**src/sv/ane_pkg.sv**
```systemverilog
// Package for the ASCII number extractor: fixed field widths, character
// codes and the result item type. No dependencies.
`timescale 1ns / 1ps

package ane_pkg;

   localparam int INT_W  = 31;   // int_magnitude field width
   localparam int FRAC_W = 30;   // frac_value field width
   localparam int CNT_W  = 4;    // frac_count field width

   localparam logic [7:0] CHAR_ZERO  = 8'h30;
   localparam logic [7:0] CHAR_NINE  = 8'h39;
   localparam logic [7:0] CHAR_MINUS = 8'h2D;
   localparam logic [7:0] CHAR_DOT   = 8'h2E;

   typedef struct packed {
      logic              found;
      logic              negative;
      logic [INT_W-1:0]  int_magnitude;
      logic [FRAC_W-1:0] frac_value;
      logic [CNT_W-1:0]  frac_count;
      logic              saturated;
      logic              end_of_string;
   } result_type;

endpackage

```
**src/sv/ascii_number_extractor_core.sv**
```systemverilog
// ASCII number extractor top level: input register, scanner and result
// register with valid/ready on both sides. Uses ane_pkg and ane_scan.
`timescale 1ns / 1ps

// Usage
//   req_*  : one character per item (char_code, last_char), valid/ready.
//   rsp_*  : one number per item, at most one per character, valid/ready.
//   csr_*  : decimal_mode, written on csr_wr_en; only while nothing is in
//            flight. Reset value 1 (fractions after a dot are taken).
// A character is taken into the input register and scanned from there, its
// result (if any) landing in the output register, which drives rsp_valid; a
// stalled output register holds the character in the input register unscanned.
// Throughput is one character per cycle while the receiver does not stall;
// the limit is the multiply-by-ten-and-add on the integer or fraction
// accumulator between the input and output registers.
// A non-digit ending a number gives one item; the last character of a string
// always gives one (found = 0 if nothing was pending) and clears the scanner.
// When the receiver stalls, the result waits in the output register and the
// input register still holds one further character; req_ready then drops.
// Reset (synchronous) empties both registers and clears the scanner.

module ascii_number_extractor_core #(
   parameter int MAG_BITS        = 31,
   parameter int FRAC_DIGITS_MAX = 9
) (
   input  logic                         clock,
   input  logic                         reset,
   // character items
   input  logic                         req_valid,
   output logic                         req_ready,
   input  logic [7:0]                   req_char_code,
   input  logic                         req_last_char,
   // result items
   output logic                         rsp_valid,
   input  logic                         rsp_ready,
   output logic                         rsp_found,
   output logic                         rsp_negative,
   output logic [ane_pkg::INT_W-1:0]    rsp_int_magnitude,
   output logic [ane_pkg::FRAC_W-1:0]   rsp_frac_value,
   output logic [ane_pkg::CNT_W-1:0]    rsp_frac_count,
   output logic                         rsp_saturated,
   output logic                         rsp_end_of_string,
   // configuration
   input  logic                         csr_wr_en,
   input  logic                         csr_wr_data
);

   // input register
   logic       in_valid_ff, in_valid_in;
   logic [7:0] in_char_ff;
   logic       in_last_ff;

   // output register
   logic                out_valid_ff, out_valid_in;
   ane_pkg::result_type out_ff;

   logic mode_ff, mode_in;

   logic                advance;
   logic                scan_valid;
   ane_pkg::result_type scan_result;

   // the held character moves on when the output register is free or
   // emptying this cycle
   assign advance   = in_valid_ff && (!out_valid_ff || rsp_ready);
   assign req_ready = !in_valid_ff || advance;

   assign in_valid_in  = req_ready ? req_valid : in_valid_ff;
   assign out_valid_in = (advance && scan_valid) ? 1'b1 :
                         (rsp_ready ? 1'b0 : out_valid_ff);
   assign mode_in      = csr_wr_en ? csr_wr_data : mode_ff;

   ane_scan #(
      .MAG_BITS        (MAG_BITS),
      .FRAC_DIGITS_MAX (FRAC_DIGITS_MAX)
   ) u_scan (
      .clock        (clock),
      .reset        (reset),
      .step_en      (advance),
      .char_code    (in_char_ff),
      .last_char    (in_last_ff),
      .decimal_mode (mode_ff),
      .result_valid (scan_valid),
      .result       (scan_result)
   );

   always_ff @(posedge clock) begin
      if (reset) begin
         in_valid_ff  <= 1'b0;
         out_valid_ff <= 1'b0;
         mode_ff      <= 1'b1;
      end else begin
         in_valid_ff  <= in_valid_in;
         out_valid_ff <= out_valid_in;
         mode_ff      <= mode_in;
      end
   end

   // payload registers, no reset
   always_ff @(posedge clock) begin
      if (req_ready && req_valid) begin
         in_char_ff <= req_char_code;
         in_last_ff <= req_last_char;
      end
      if (advance && scan_valid) begin
         out_ff <= scan_result;
      end
   end

   assign rsp_valid         = out_valid_ff;
   assign rsp_found         = out_ff.found;
   assign rsp_negative      = out_ff.negative;
   assign rsp_int_magnitude = out_ff.int_magnitude;
   assign rsp_frac_value    = out_ff.frac_value;
   assign rsp_frac_count    = out_ff.frac_count;
   assign rsp_saturated     = out_ff.saturated;
   assign rsp_end_of_string = out_ff.end_of_string;

endmodule

```
**src/sv/ane_scan.sv**
```systemverilog
// Character scanner of the ASCII number extractor: holds the number being
// built and works one character per step. Uses ane_pkg.
`timescale 1ns / 1ps

module ane_scan #(
   parameter int MAG_BITS        = 31,
   parameter int FRAC_DIGITS_MAX = 9
) (
   input  logic                   clock,
   input  logic                   reset,
   input  logic                   step_en,
   input  logic [7:0]             char_code,
   input  logic                   last_char,
   input  logic                   decimal_mode,
   output logic                   result_valid,
   output ane_pkg::result_type    result
);

   localparam logic [1:0] PH_IDLE = 2'd0;
   localparam logic [1:0] PH_INT  = 2'd1;
   localparam logic [1:0] PH_DOT  = 2'd2;
   localparam logic [1:0] PH_FRAC = 2'd3;

   localparam int IntW  = ane_pkg::INT_W;
   localparam int FracW = ane_pkg::FRAC_W;
   localparam int CntW  = ane_pkg::CNT_W;

   localparam logic [MAG_BITS-1:0] MagLimit = '1;
   localparam logic [CntW-1:0]     FracMax  = CntW'(FRAC_DIGITS_MAX);

   logic [1:0]          phase_ff, phase_in;
   logic                minus_ff, minus_in;
   logic                sign_ff, sign_in;
   logic [MAG_BITS-1:0] int_ff, int_in;
   logic [FracW-1:0]    frac_ff, frac_in;
   logic [CntW-1:0]     cnt_ff, cnt_in;
   logic                ovf_ff, ovf_in;

   logic                is_digit;
   logic [3:0]          digit;
   logic                ended;
   logic [MAG_BITS+3:0] int_prod;
   logic [FracW+3:0]    frac_prod;

   // next state after one character, state updated only on step_en
   logic [1:0]          phase_nx;
   logic                sign_nx;
   logic [MAG_BITS-1:0] int_nx;
   logic [FracW-1:0]    frac_nx;
   logic [CntW-1:0]     cnt_nx;
   logic                ovf_nx;

   assign is_digit  = (char_code >= ane_pkg::CHAR_ZERO) && (char_code <= ane_pkg::CHAR_NINE);
   assign digit     = is_digit ? 4'(char_code - ane_pkg::CHAR_ZERO) : 4'd0;
   // x*10 + d as shifts and adds
   assign int_prod  = ({4'd0, int_ff} << 3) + ({4'd0, int_ff} << 1)
                    + (MAG_BITS+4)'(digit);
   assign frac_prod = ({4'd0, frac_ff} << 3) + ({4'd0, frac_ff} << 1)
                    + (FracW+4)'(digit);

   always_comb begin
      phase_nx = phase_ff;
      sign_nx  = sign_ff;
      int_nx   = int_ff;
      frac_nx  = frac_ff;
      cnt_nx   = cnt_ff;
      ovf_nx   = ovf_ff;
      ended    = 1'b0;
      case (phase_ff)
         PH_IDLE: begin
            if (is_digit) begin
               sign_nx  = minus_ff;
               int_nx   = MAG_BITS'(digit);
               frac_nx  = '0;
               cnt_nx   = '0;
               ovf_nx   = 1'b0;
               phase_nx = PH_INT;
            end
         end
         PH_INT: begin
            if (is_digit) begin
               if (int_prod > {4'd0, MagLimit}) begin
                  int_nx = MagLimit;
                  ovf_nx = 1'b1;
               end else begin
                  int_nx = int_prod[MAG_BITS-1:0];
               end
            end else if (char_code == ane_pkg::CHAR_DOT && decimal_mode) begin
               phase_nx = PH_DOT;
            end else begin
               ended = 1'b1;
            end
         end
         PH_DOT, PH_FRAC: begin
            if (is_digit) begin
               phase_nx = PH_FRAC;
               if (cnt_ff < FracMax) begin
                  frac_nx = frac_prod[FracW-1:0];
                  cnt_nx  = cnt_ff + 1'b1;
               end
            end else begin
               ended = 1'b1;
            end
         end
         default: begin
            phase_nx = PH_IDLE;
         end
      endcase
   end

   // result of this step
   logic found;
   assign found        = ended || (last_char && phase_nx != PH_IDLE);
   assign result_valid = ended || last_char;

   always_comb begin
      result.found         = found;
      result.negative      = found & sign_nx;
      result.int_magnitude = found ? IntW'({{IntW{1'b0}}, int_nx}) : '0;
      result.frac_value    = found ? frac_nx : '0;
      result.frac_count    = found ? cnt_nx : '0;
      result.saturated     = found & ovf_nx;
      result.end_of_string = last_char;
   end

   always_comb begin
      phase_in = phase_ff;
      minus_in = minus_ff;
      sign_in  = sign_ff;
      int_in   = int_ff;
      frac_in  = frac_ff;
      cnt_in   = cnt_ff;
      ovf_in   = ovf_ff;
      if (step_en) begin
         if (last_char) begin
            phase_in = PH_IDLE;
            minus_in = 1'b0;
            sign_in  = 1'b0;
            int_in   = '0;
            frac_in  = '0;
            cnt_in   = '0;
            ovf_in   = 1'b0;
         end else begin
            phase_in = ended ? PH_IDLE : phase_nx;
            minus_in = (char_code == ane_pkg::CHAR_MINUS);
            sign_in  = sign_nx;
            int_in   = int_nx;
            frac_in  = frac_nx;
            cnt_in   = cnt_nx;
            ovf_in   = ovf_nx;
         end
      end
   end

   always_ff @(posedge clock) begin
      if (reset) begin
         phase_ff <= PH_IDLE;
         minus_ff <= 1'b0;
         sign_ff  <= 1'b0;
         int_ff   <= '0;
         frac_ff  <= '0;
         cnt_ff   <= '0;
         ovf_ff   <= 1'b0;
      end else begin
         phase_ff <= phase_in;
         minus_ff <= minus_in;
         sign_ff  <= sign_in;
         int_ff   <= int_in;
         frac_ff  <= frac_in;
         cnt_ff   <= cnt_in;
         ovf_ff   <= ovf_in;
      end
   end

endmodule

```
**config.mk**
```make
export PLATFORM = sky130hd
export DESIGN_NAME = ascii_number_extractor_core
export DESIGN_NICKNAME = d
export VERILOG_FILES = /design/src/sv/ane_pkg.sv /design/src/sv/ascii_number_extractor_core.sv /design/src/sv/ane_scan.sv
export SDC_FILE = /design/constraint.sdc
export NUM_CORES = 1
export LEC_CHECK = 0
export BUFFER_PORTS_ARGS = -buffer_cell sky130_fd_sc_hd__buf_4
export CAP_MARGIN = 20
export CORE_UTILIZATION = 45
export CTS_BUF_LIST = sky130_fd_sc_hd__clkbuf_8
export CTS_CLUSTER_DIAMETER = 150
export CTS_CLUSTER_SIZE = 12
export DETAILED_ROUTE_END_ITERATION = 6
export HOLD_SLACK_MARGIN = 0.15
export SETUP_SLACK_MARGIN = 0.1
export SYNTH_ARGS = -nofsm -noshare
export SYNTH_HDL_FRONTEND = slang
export SYNTH_SLANG_ARGS = --single-unit
```
**constraint.sdc**
```tcl
create_clock -name clock -period 6.8 [get_ports clock]
set_input_delay 1.7 -clock clock [delete_from_list [all_inputs] [get_ports clock]]
set_output_delay 1.7 -clock clock [all_outputs]
set_load 0.02 [all_outputs]
```
# Word-level counts from Yosys, hierarchy flattened
# Index checks and enable logic that the tools add are counted.
dict set report classes {
  n_addsub 6
  n_lt_le_gt_ge 4
  n_eq_ne 5
  mux 38
  bitwise_logic 2
  n_reduce_logical 16
}
# operator count
set ops {}
lappend ops {{$mux 31} 4}
lappend ops {{$mux 30} 4}
lappend ops {{$pmux 31 s2} 1}
lappend ops {{$pmux 30 s2} 1}
lappend ops {{$add 34x32->35} 1}
lappend ops {{$add 35x4->35} 1}
lappend ops {{$gt 35x31->1 const B} 1}
lappend ops {{$add 30x30->30} 1}
lappend ops {{$add 30x4->30} 1}
lappend ops {{$mux 4} 5}
lappend ops {{$eq 8x6->1 const B} 2}
lappend ops {{$mux 1} 13}
lappend ops {{$mux 2} 6}
lappend ops {{$ge 8x6->1 const B} 1}
lappend ops {{$le 8x6->1 const B} 1}
lappend ops {{$pmux 4 s2} 1}
lappend ops {{$logic_and 1x1->1} 6}
lappend ops {{$pmux 2 s3} 1}
lappend ops {{$add 4x1->4 const B} 1}
lappend ops {{$eq 2x2->1 const B} 2}
lappend ops {{$logic_or 1x1->1} 4}
lappend ops {{$lt 4x4->1 const B} 1}
lappend ops {{$pmux 1 s2} 2}
lappend ops {{$reduce_bool 2->1} 2}
lappend ops {{other kinds (6)} 8}
dict set report word_totals {
  register_bits 151
  inputBits 15
  out_inout_bits 71
}

# Logic depth before layout (Yosys ltp)
# Gate-level depths: netlist of the first run.
dict set report depth {
  ltp_word 9
  ltp_mapped 20
}

# Cells and area by module
# Synthesis of the first run repeated with hierarchy kept, for this count alone.
dict set report unflattened {
  hier_cells 1078
  hier_area_um2 10078.4
}
# module instances cells_each area_each_um2
set by_module_without_submodules {}
lappend by_module_without_submodules {ane_scan 1 986 7594.8}
lappend by_module_without_submodules {ascii_number_extractor_core 1 92 2483.6}

# Worst setup path after synthesis of the first run
# Ideal clock, no wire load.
dict set report synth_timing {
  kind {input -> register}
  startpoint {input port rsp_ready}
  endpoint {register out_ff, in the netlist rsp_end_of_string (enable)}
  setup_time_ps 499
  t_arrival_ps 5034
  t_required_ps 6301
  slack_ps 1267
  path_stages 4
  path_buffers 1
  cell_sequence {nand2b_1 > nand2_1 > clkbuf_1 > nor2_1}
}
dict set report synth_between {
  elab_chain_cells 3
}
# element line_no
set synth_rtl {}
lappend synth_rtl {{start: declaration} ascii_number_extractor_core.sv:35} ;# input logic rsp_ready,
lappend synth_rtl {{$logic_or 1x1->1} ascii_number_extractor_core.sv:65} ;# assign advance = in_valid_ff && (!out_valid_ff || rsp_ready);
lappend synth_rtl {{$logic_and 1x1->1} ascii_number_extractor_core.sv:65}
lappend synth_rtl {{$logic_and 1x1->1} ascii_number_extractor_core.sv:105} ;# if (advance && scan_valid) begin
lappend synth_rtl {{end signal: assignment} ascii_number_extractor_core.sv:106} ;# out_ff <= scan_result;
lappend synth_rtl {{end: declaration} ascii_number_extractor_core.sv:55} ;# ane_pkg::result_type out_ff;
# No other way between the ends.
# A chain may end at the register's enable or synchronous reset.

# Worst setup path in the final report of the first run
dict set report layout_timing {
  startpoint {register in_char_ff[7]}
  endpoint {register out_ff, in the netlist rsp_int_magnitude[6], data pin}
}
dict set report layout_between {
  elab_chain_cells 8
  word_cells_on_any_way 24
}
# element line_no
set layout_rtl {}
lappend layout_rtl {{start: declaration} ascii_number_extractor_core.sv:50} ;# logic [7:0] in_char_ff;
lappend layout_rtl {{start signal: assignment} ascii_number_extractor_core.sv:102} ;# in_char_ff <= req_char_code;
lappend layout_rtl {{$ge 8x6->1, or another cell as far along} ane_scan.sv:53} ;# assign is_digit = (char_code >= ane_pkg::CHAR_ZERO) && (char_code <= ane_pkg::CHAR_NINE);
lappend layout_rtl {{$logic_and 1x1->1, on equally long branches} {ane_scan.sv:53, ane_scan.sv:88}}
lappend layout_rtl {{$mux 4 / $mux 2 (equally long branches)} {ane_scan.sv:54, ane_scan.sv:88}}
lappend layout_rtl {{$add 35x4->35 / $mux 2 (equally long branches)} {ane_scan.sv:57, ane_scan.sv:81}}
lappend layout_rtl {{$gt 35x31->1 / $pmux 2 s3 (equally long branches)} {ane_scan.sv:82, ane_scan.sv:69}}
lappend layout_rtl {{$mux 31 / $reduce_bool 2->1 (equally long branches)} {ane_scan.sv:82, ane_scan.sv:113}}
lappend layout_rtl {{$mux 31 / $logic_and 1x1->1 (equally long branches)} {ane_scan.sv:81, ane_scan.sv:113}}
lappend layout_rtl {{$pmux 31 s2 / $logic_or 1x1->1 (equally long branches)} {ane_scan.sv:69, ane_scan.sv:113}}
# Several ways; a longest one is shown, not always the timed one.

==> results of run 1 <==
[power groups by stage]
stage / Combinational [mW] / Sequential (mW) / Clock [mW]
after floorplan: 0.0304 / 0.994 / 0
after global placement: 0.0656 / 0.989 / 0
after detailed placement: 0.0662 / 0.989 / 0
after CTS: 0.0663 / 0.968 / 0.661
after global routing: 0.0711 / 0.969 / 0.690
final: 0.0660 / 0.968 / 0.645
[state kept, by name, summed over array words and instances, names as in the netlist, 2 cells and up]
| signal | count |
|---|---|
| u_scan.int_ff | 31 |
| rsp_frac_count | 4 |
| u_scan.cnt_ff | 4 |
| rsp_frac_value | 30 |
| u_scan.frac_ff | 30 |
| in_char_ff | 8 |
| rsp_int_magnitude | 31 |
| u_scan.phase_ff | 2 |
[routing by layer]
layer	vias to the layer above	GRT usage, %	share of wire, %
met5	-	0	0
li1	4220	-	-
met2	217	39.3	46
met3	27	3.37	4.4
met4	0	6.65	1.5
met1	4177	34.3	48
[worst max-delay path: cells and delay by family, from the launching register on]
family	cells	cell delay, ns
simple gates	6	1.49
flops	1	0.39
compound gates	5	1.17
fa+ha+maj	2	0.76
buf+inv	2	0.32
xor+xnor	1	0.16
mux	1	0.57
[through the flow]
step | std cells | power, mW | instance area, µm²
2_1_floorplan | 1094 | 1.02 | 10000
4_1_cts | 1460 | 1.69 | 11300
5_1_grt | 1460 | 1.73 | 11300
6_report | 1460 | 1.68 | 11300
3_3_place_gp | 1428 | 1.05 | 11000
3_5_place_dp | 1428 | 1.06 | 11000
[cell type report]
cell class                      count  area (µm²)
Fill cell                        2108       10600
Multi-Input combinational cell    868        5960
Sequential cell                   151        3800
Timing Repair Buffer               97         728
Tap cell                          280         350
Clock buffer                       17         234
Inverter                           32         120
Clock inverter                     15         114
[cells in the final DEF (no fill, tap or decap), types with 11 or more instances in the layout]
master	n
o21ai_1	13
a22oi_1	22
dfxtp_1	73
a21o_1	25
edfxtp_1	78
ha_1	119
a22o_1	18
nand3_1	25
and3_1	14
and2_1	15
o31ai_1	13
xnor2_1	30
buf_4	97
nor2_1	84
nand2_1	136
o21ai_0	62
clkbuf_8	17
o211ai_1	11
xor2_1	20
nor3_1	17
inv_1	33
a21oi_1	98
[worst max path at each step]
stage	slack, ns	cells after the start	start	end
global route	1.37	16	in_char_ff[7]	rsp_int_magnitude[6]
finish	1.74	17	in_char_ff[7]	rsp_int_magnitude[6]
detailed placement	1.89	17	in_char_ff[7]	rsp_int_magnitude[6]
floorplan	1.27	4	rsp_ready	rsp_end_of_string
CTS	1.77	17	in_char_ff[7]	rsp_int_magnitude[6]
global placement	2.00	7	rsp_ready	u_scan.frac_ff[17]
[cells by family after synthesis]
logic type	count (synthesis)	share of synthesized area (%)
compound gates	355	23.4
simple gates	333	15.2
flops	151	37.9
fa+ha+maj	121	15.2
buf+inv	75	3.05
xor+xnor	50	4.36
mux	9	0.984
==> impl_metrics.json, run 1 <==
{
  "insertion_delay_ns": 0.47,
  "cts_buffers": 17,
  "synth_top_cell_by_area": "edfxtp_1",
  "p_switching_mw": 0.416,
  "utilization_pct": 51.7,
  "cp-end-kind": "flip-flop",
  "syn_area_per_cell_um2": 9.18,
  "synth_seq_area_share_pct": 37.9,
  "antenna_found_initial": 0,
  "p_clk_share_pct": 38.4,
  "ys_top_cells_by_count": "136 x nand2_1, 119 x ha_1, 98 x a21oi_1, 86 x nor2_1, 78 x edfxtp_1",
  "drt-pass1-iter-count": 5,
  "post-route-drc-count": 0,
  "async_flop_share_pct": 0,
  "cts_hold_buf": 0,
  "gp_congestion": 0.909,
  "top_level_ports": 86,
  "cts_resized": 0,
  "grt_pass1_vias": 8064,
  "post_cts_buffers": 0,
  "rows": 54,
  "worstHoldPathCells": 2,
  "worstHoldStart": "u_scan.frac_ff[29]",
  "overflow": 0,
  "arrival_ns": 5.34,
  "period_needed_ns": 5.06,
  "p_int_mw": 1.26,
  "clock-root-buffer": "clkbuf_8",
  "yosysTopAreaCellShare_pct": 23.3,
  "worst_r2r_path_depth": 17,
  "ys_warn_count": 0,
  "r2r-end": "rsp_int_magnitude[6]",
  "grt_max_degree": 40,
  "finalCritPeriodShare_pct": 74.4,
  "die_w_um": 151,
  "tightest_slew_ns": 1.09,
  "syn-num-nets": 1230,
  "hold_slack_ns": 0.453,
  "fin_tns_setup_ns": 0,
  "start_kind": "flip-flop",
  "h-tree-depth": 4,
  "die_h_um": 151,
  "die_area_um2": 22900,
  "post_drt_wl_per_cell_um": 18.4,
  "synth.most_common_cell": "nand2_1",
  "cts_max_path_buffers": 2,
  "drv_slew": 0,
  "rsz0062_at_grt": "no",
  "clk_pin_slew_worst_paths_ns": 0.09,
  "post-place-ws_ns": 1.89,
  "yosys-top-cells-area": "edfxtp_1 23%, ha_1 15%, dfxtp_1 15%",
  "path_cells": "nor3b_2 > and3_1 > nand2_1 > xnor2_1 > ha_1 > inv_1 > fa_1 > nand2b_1 > a21oi_1 > o21a_2 > o21ai_2 > a2111oi_2 > or3_4 > mux2i_2 > nor2_1 > buf_4 > a311oi_1",
  "relSlewSlack_pct": 26.8,
  "clock-sinks": 151,
  "ant_nets": 0,
  "critPathMaxFanout": 23,
  "fin_nets": 1303,
  "drive_above_1_share_pct": 13.4,
  "hpwl_mm": 19.0,
  "setup_viol": 0,
  "ys_types": 76,
  "synth_edf_count": 78,
  "ys.flop_type": "edfxtp_1",
  "ir_worst_vdd_uv": 114,
  "reg2reg_from": "in_char_ff[7]",
  "netlist_area_um2": 10000,
  "design.core.area_um2": 21900,
  "min_to": "u_scan.frac_ff[29]",
  "syn_inst": 1094,
  "hold_viol_final": 0,
  "seq_power_share_pct": 57.6,
  "fin_skew_ns": 0.0107,
  "fmax_ghz": 0.198,
  "insertedDiodeCount": 0,
  "maxCapViolations": 0,
  "combPwrFrac_pct": 3.9,
  "drtIter0Drc": 548,
  "port-buffer-count": 85,
  "leakage_nw": 4.99,
  "grt_pass1_wl_mm": 43.1,
  "powerDensity_nw_per_um2": 148,
  "area_growth_pct": 12.5,
  "drt-total-wl_mm": 26.9,
  "status": "finished, final reports clean",
  "track_usage_pct": 24.5,
  "slowest_stage": "mux2i_2",
  "required_ns": 7.09,
  "avgViaCountPerCell": 5.92,
  "tritoncts": "done",
  "crit_type": "reg2reg",
  "slowest_delay_ns": 0.57,
  "ff2ff_setup_slack_ns": 1.74,
  "start_util_pct": 45.9,
  "sw_frac_of_total_pct": 24.8,
  "synth-seq-cells": 151,
  "hold_class": "reg2reg",
  "finalWorstSetupSlack_ns": 1.74,
  "vias": 8641
}
(Power assumes the default switching activity.)
==> run 2, diff against run 1 <==
--- a/config.mk
+++ b/config.mk
@@ -5,6 +5,7 @@
 export SDC_FILE = /design/constraint.sdc
 export NUM_CORES = 1
 export LEC_CHECK = 0
+export ABC_AREA = 1
 export BUFFER_PORTS_ARGS = -buffer_cell sky130_fd_sc_hd__buf_4
 export CAP_MARGIN = 20
 export CORE_UTILIZATION = 45
==> constraint.sdc (replaced) <==
create_clock -name clock -period 4.75 [get_ports clock]
set_input_delay 1.1875 -clock clock [delete_from_list [all_inputs] [get_ports clock]]
set_output_delay 1.1875 -clock clock [all_outputs]
set_load 0.02 [all_outputs]
==> run 2 against run 1 <==
Effect of this change:
- via count up 25%
- fmax up 22%
- die area rose by 15%
- flip-flop and latch count unchanged
- global-route usage increased by 1.9 points
- area after synthesis grew 15%
- setup slack worse by 1.1 ns
- non-clock buffer count up 1
- register-to-register slack lost 1.1 ns
- clock skew increased by 0.0080 ns
- first-iteration DRC count grew 26%
==> impl_metrics.json, run 2 <==
{
  "status": "finished, final reports clean",
  "drive_above_1_share_pct": 12.1,
  "overflow": 0,
  "powerDensity_nw_per_um2": 202,
  "required_ns": 4.94,
  "relSlewSlack_pct": 29.7,
  "drt-pass1-iter-count": 7,
  "top_level_ports": 86,
  "insertion_delay_ns": 0.48,
  "synth-seq-cells": 151,
  "tightest_slew_ns": 1.05,
  "vias": 10765,
  "seqCellArea_um2": 3800,
  "cts_buffers": 17,
  "grt_pass1_wl_mm": 54.4,
  "num-fill-cells": 2564,
  "port-buffer-count": 85,
  "fin_nets": 1809,
  "ys_top_cells_by_count": "457 x nand2_1, 164 x a21oi_1, 158 x inv_1, 156 x nor2_1, 119 x ha_1",
  "multi_input_area_um2": 6840,
  "clock-sinks": 151,
  "hold_slack_ns": 0.467,
  "grt_max_degree": 74,
  "hold_viol_final": 0,
  "netlist_area_um2": 11500,
  "critPathMaxFanout": 58,
  "async_flop_share_pct": 0,
  "period_needed_ns": 4.13,
  "cts_resized": 0,
  "arrival_ns": 4.32,
  "hold_class": "reg2reg",
  "drv_slew": 0,
  "die_area_um2": 26300,
  "ant_nets": 0,
  "cts_max_path_buffers": 2,
  "synth.most_common_cell": "nand2_1",
  "design.core.area_um2": 25200,
  "setup_viol": 0,
  "syn_area_per_cell_um2": 7.17,
  "ys.flop_type": "edfxtp_1",
  "drt-total-wl_mm": 33.7,
  "synth_top_cell_by_area": "edfxtp_1",
  "leakage_nw": 5.99,
  "ys_types": 56,
  "clk_pin_slew_worst_paths_ns": 0.10,
  "cp-end-kind": "flip-flop",
  "grt_pass1_vias": 10654,
  "ys_warn_count": 0,
  "hpwl_mm": 25.0,
  "gp_congestion": 0.946,
  "rsz0062_at_grt": "no",
  "start_util_pct": 45.8,
  "mostFrequentLayoutCell": "nand2_1",
  "finalCritPeriodShare_pct": 87.0,
  "post-route-drc-count": 0,
  "tritoncts": "done",
  "yosysTopAreaCellShare_pct": 20.3,
  "start_kind": "flip-flop",
  "fin_skew_ns": 0.0187,
  "synth_seq_area_share_pct": 33.0,
  "maxCapViolations": 0,
  "crit_type": "reg2reg",
  "antenna_found_initial": 0,
  "clock-root-buffer": "clkbuf_8",
  "drtIter0Drc": 688,
  "area_growth_pct": 11.2,
  "cts_hold_buf": 0,
  "synth_edf_count": 78,
  "h-tree-depth": 4,
  "post_drt_wl_per_cell_um": 16.7,
  "rows": 58,
  "fmax_ghz": 0.242,
  "insertedDiodeCount": 0,
  "fin_tns_setup_ns": 0,
  "syn-num-nets": 1746,
  "track_usage_pct": 26.4,
  "final_cell_mix": "456 x nand2_1, 164 x a21oi_1, 156 x inv_1",
  "avgViaCountPerCell": 5.34,
  "ff2ff_setup_slack_ns": 0.62,
  "yosys-top-cells-area": "edfxtp_1 20%, nand2_1 15%, ha_1 13%",
  "die_w_um": 162,
  "syn_inst": 1610,
  "ir_worst_vdd_uv": 121,
  "post_cts_buffers": 0,
  "die_h_um": 162
}
run 2: cell families after synthesis:
| logic type | count (synthesis) | synth area share, % |
|---|---|---|
| AND/OR/NAND/NOR | 810 | 29.6 |
| AO/OA/AOI/OAI | 292 | 14.9 |
| buffers and inverters | 218 | 7.85 |
| flip-flops | 151 | 33.0 |
| adder cells (fa/ha/maj) | 121 | 13.3 |
| XOR/XNOR | 18 | 1.37 |
run 2: routing by layer:
metal  up-vias  part of all wire, %  track usage (%)
met1      5023                   42             30.2
met4         0                  2.5             9.52
met3        55                  2.6             3.17
met5         -                    0                0
met2       182                   53             49.9
li1       5505                    -                -
run 2: through the flow:
stage	util (%)	instance area, µm²	cells	total power [mW]	setup WS, ns
after global routing	51.0	12800	2016	2.67	0.107
after detailed placement	49.3	12400	1983	1.55	0.618
after floorplan	-	11500	1610	1.49	1.19
final	51.0	12800	2016	2.59	0.617
after CTS	50.9	12800	2015	2.62	0.599
after global placement	49.3	12400	1983	1.55	0.719
run 2: path summary, 6_finish.rpt:
check,to,startpoint,cells after the start
worst max register to register,rsp_int_magnitude[13],in_char_ff[7],22
worst min-delay path,u_scan.minus_ff,u_scan.minus_ff,2
worst max-delay path,rsp_int_magnitude[13],in_char_ff[7],22
worst min register to register,u_scan.minus_ff,u_scan.minus_ff,2
run 2: cell type report:
cell class                 instances  share of cell area [%]
clock buffer                      17                    1.82
clock inverter                    15                    1.32
inverter                         164                    4.81
multi-input combinational       1241                    53.3
sequential                       151                    29.6
tap                              330                    3.22
timing repair buffer              98                    5.93
run 2: power breakdown:
group	switching, mW	internal, mW
sequential	0.00880	1.38
combinational	0.0946	0.0361
clock	0.586	0.481
total	0.689	1.90
run 2: critical path, stage by stage (launching register included):
cell	delay, ns
edfxtp_1	0.37
or2_1	0.25
nor3_2	0.10
nand2_1	0.10
buf_4	0.19
nor2_1	0.18
ha_1	0.27
ha_1	0.21
inv_1	0.07
fa_1	0.20
inv_1	0.06
nand3_1	0.07
nand3_1	0.10
nand3_1	0.10
nand2_1	0.11
nand2_1	0.09
nand2_1	0.12
nand3_1	0.10
nand2_1	0.08
nor2_2	0.23
nand2_4	0.07
nand2_4	0.54
a31oi_1	0.19
==> run 3, diff against run 2 <==
--- a/config.mk
+++ b/config.mk
@@ -8,7 +8,7 @@
 export ABC_AREA = 1
 export BUFFER_PORTS_ARGS = -buffer_cell sky130_fd_sc_hd__buf_4
 export CAP_MARGIN = 20
-export CORE_UTILIZATION = 45
+export CORE_UTILIZATION = 30
 export CTS_BUF_LIST = sky130_fd_sc_hd__clkbuf_8
 export CTS_CLUSTER_DIAMETER = 150
 export CTS_CLUSTER_SIZE = 12
==> run 3 against run 2 <==
Effect of this change:
- design area grew 2.2%
- sequential share of layout area down 0.64 points
- global-route usage is 8.9 points lower
- flip-flop and latch count stayed put
- register-to-register slack got worse by 0.09 ns
- combinational power hardly changed
- worst hold slack better by 0.0034 ns
- routed wire length is essentially flat
- largest power group unchanged
==> impl_metrics.json, run 3 (synthesis gave the netlist of run 2 again) <==
{
  "status": "finished, final reports clean",
  "post-route-drc-count": 0,
  "relSlewSlack_pct": 37.6,
  "cts_max_path_buffers": 2,
  "rows": 71,
  "antenna_found_initial": 0,
  "top_level_ports": 86,
  "fin_area_um2": 13100,
  "overflow": 0,
  "hpwl_mm": 25.5,
  "powerDensity_nw_per_um2": 208,
  "p_switching_mw": 0.708,
  "die_h_um": 198,
  "finalWorstSetupSlack_ns": 0.528,
  "grt_max_degree": 74,
  "fin_tns_setup_ns": 0,
  "use_met1_pct": 21.2,
  "p_int_mw": 2.02,
  "gr-usage-met3_pct": 2.76,
  "design.core.area_um2": 37800,
  "sw_frac_of_total_pct": 26.0,
  "hold_class": "reg2reg",
  "die_w_um": 198,
  "clock-sinks": 151,
  "period_needed_ns": 4.22,
  "tightest_slew_ns": 0.935,
  "drtIter0Drc": 689,
  "required_ns": 5.11,
  "mostFrequentLayoutCell": "nand2_1",
  "clk_pin_slew_worst_paths_ns": 0.10,
  "cp-end-kind": "flip-flop",
  "track_usage_pct": 17.5,
  "rsz0062_at_grt": "no",
  "clock-root-buffer": "clkbuf_8",
  "avgViaCountPerCell": 4.92,
  "ant_nets": 0,
  "fmax_ghz": 0.237,
  "slowest_delay_ns": 0.51,
  "grtUsageMet2_pct": 31.5,
  "hold_viol_final": 0,
  "drv_slew": 0,
  "fin_total_pwr_mw": 2.72,
  "cts_hold_buf": 0,
  "crit_path_frequent_cell": "nand2_1",
  "h-tree-depth": 4,
  "slowest_stage": "nand2_4",
  "tritoncts": "done",
  "post_drt_wl_per_cell_um": 15.4,
  "path_buf_inv": 4,
  "maxCapViolations": 0,
  "crit_type": "reg2reg",
  "grt_pass1_vias": 10462,
  "insertedDiodeCount": 0,
  "p_clk_share_pct": 44.1,
  "post_cts_buffers": 0,
  "dpl.cell_count": 2164,
  "fin_skew_ns": 0.0203,
  "gp_congestion": 0.931,
  "insertion_delay_ns": 0.51,
  "cts_buffers": 17,
  "port-buffer-count": 85,
  "hold_slack_ns": 0.471,
  "ir_worst_vdd_uv": 189,
  "finalCritPeriodShare_pct": 88.9,
  "critPathMaxFanout": 58,
  "combPwrFrac_pct": 4.7,
  "placed_area_um2": 12600,
  "grt_pass1_wl_mm": 53.9,
  "drive_above_1_share_pct": 12.1,
  "drt-total-wl_mm": 33.7,
  "top_usage_layer": "met2",
  "seq_power_share_pct": 51.2,
  "path_cells": "or2_1 > nor3_2 > nand2_1 > clkinv_2 > nand2_1 > xor2_1 > inv_1 > ha_1 > inv_1 > fa_1 > inv_1 > nand2_1 > nand3_1 > nand2_1 > nand2_2 > nand2_2 > nand3_2 > nand2_2 > nor2_4 > nand2_4 > nand2_4 > nand3_1 > nand2_1 > a21oi_1",
  "cts_resized": 0,
  "area_growth_pct": 13.7,
  "start_kind": "flip-flop",
  "crit_family": "simple AND/OR/NAND/NOR gates",
  "start_util_pct": 30.6,
  "arrival_ns": 4.58,
  "leakage_nw": 6.03,
  "setup_viol": 0,
  "utilization_pct": 34.7,
  "final_cell_mix": "456 x nand2_1, 164 x a21oi_1, 156 x inv_1",
  "vias": 10815,
  "finalNonFillerCells": 2196,
  "post-place-ws_ns": 0.546,
  "die_area_um2": 39200,
  "drt-pass1-iter-count": 5,
  "fin_nets": 1808
}
## run 3: final cells by class
cell class / instances / area, µm²
Clock buffer: 17 / 234
Clock inverter: 15 / 238
Fill cell: 4079 / 24600
Inverter: 164 / 618
Multi-Input combinational cell: 1241 / 6840
Sequential cell: 151 / 3800
Tap cell: 511 / 639
Timing Repair Buffer: 97 / 748
## run 3: power by group through the flow
stage,clock (mW),sequential [mW],combinational [mW]
CTS,1.23,1.39,0.130
floorplan,0,1.44,0.0528
detailed placement,0,1.42,0.130
global route,1.28,1.40,0.139
global placement,0,1.42,0.128
finish,1.20,1.39,0.128
## run 3: layer usage
metal  wire (µm)  part of all wire (%)
met5           0                     0
met4         625                   1.9
met3         954                   2.8
met2       17100                    51
met1       15000                    45
## run 3: tightest hold or removal path: stages (launching register included)
cell and delay [ns]:
dfxtp_1 0.32, nand2_1 0.06, a21oi_1 0.05
## run 3: worst paths after layout
check	from	to	slack (ns)	cells past startpoint
setup / recovery	in_char_ff[7]	u_scan.int_ff[28]	0.53	24
hold / removal	u_scan.cnt_ff[3]	u_scan.cnt_ff[3]	0.47	2
setup reg to reg	in_char_ff[7]	u_scan.int_ff[28]	0.53	24
hold reg to reg	u_scan.cnt_ff[3]	u_scan.cnt_ff[3]	0.47	2
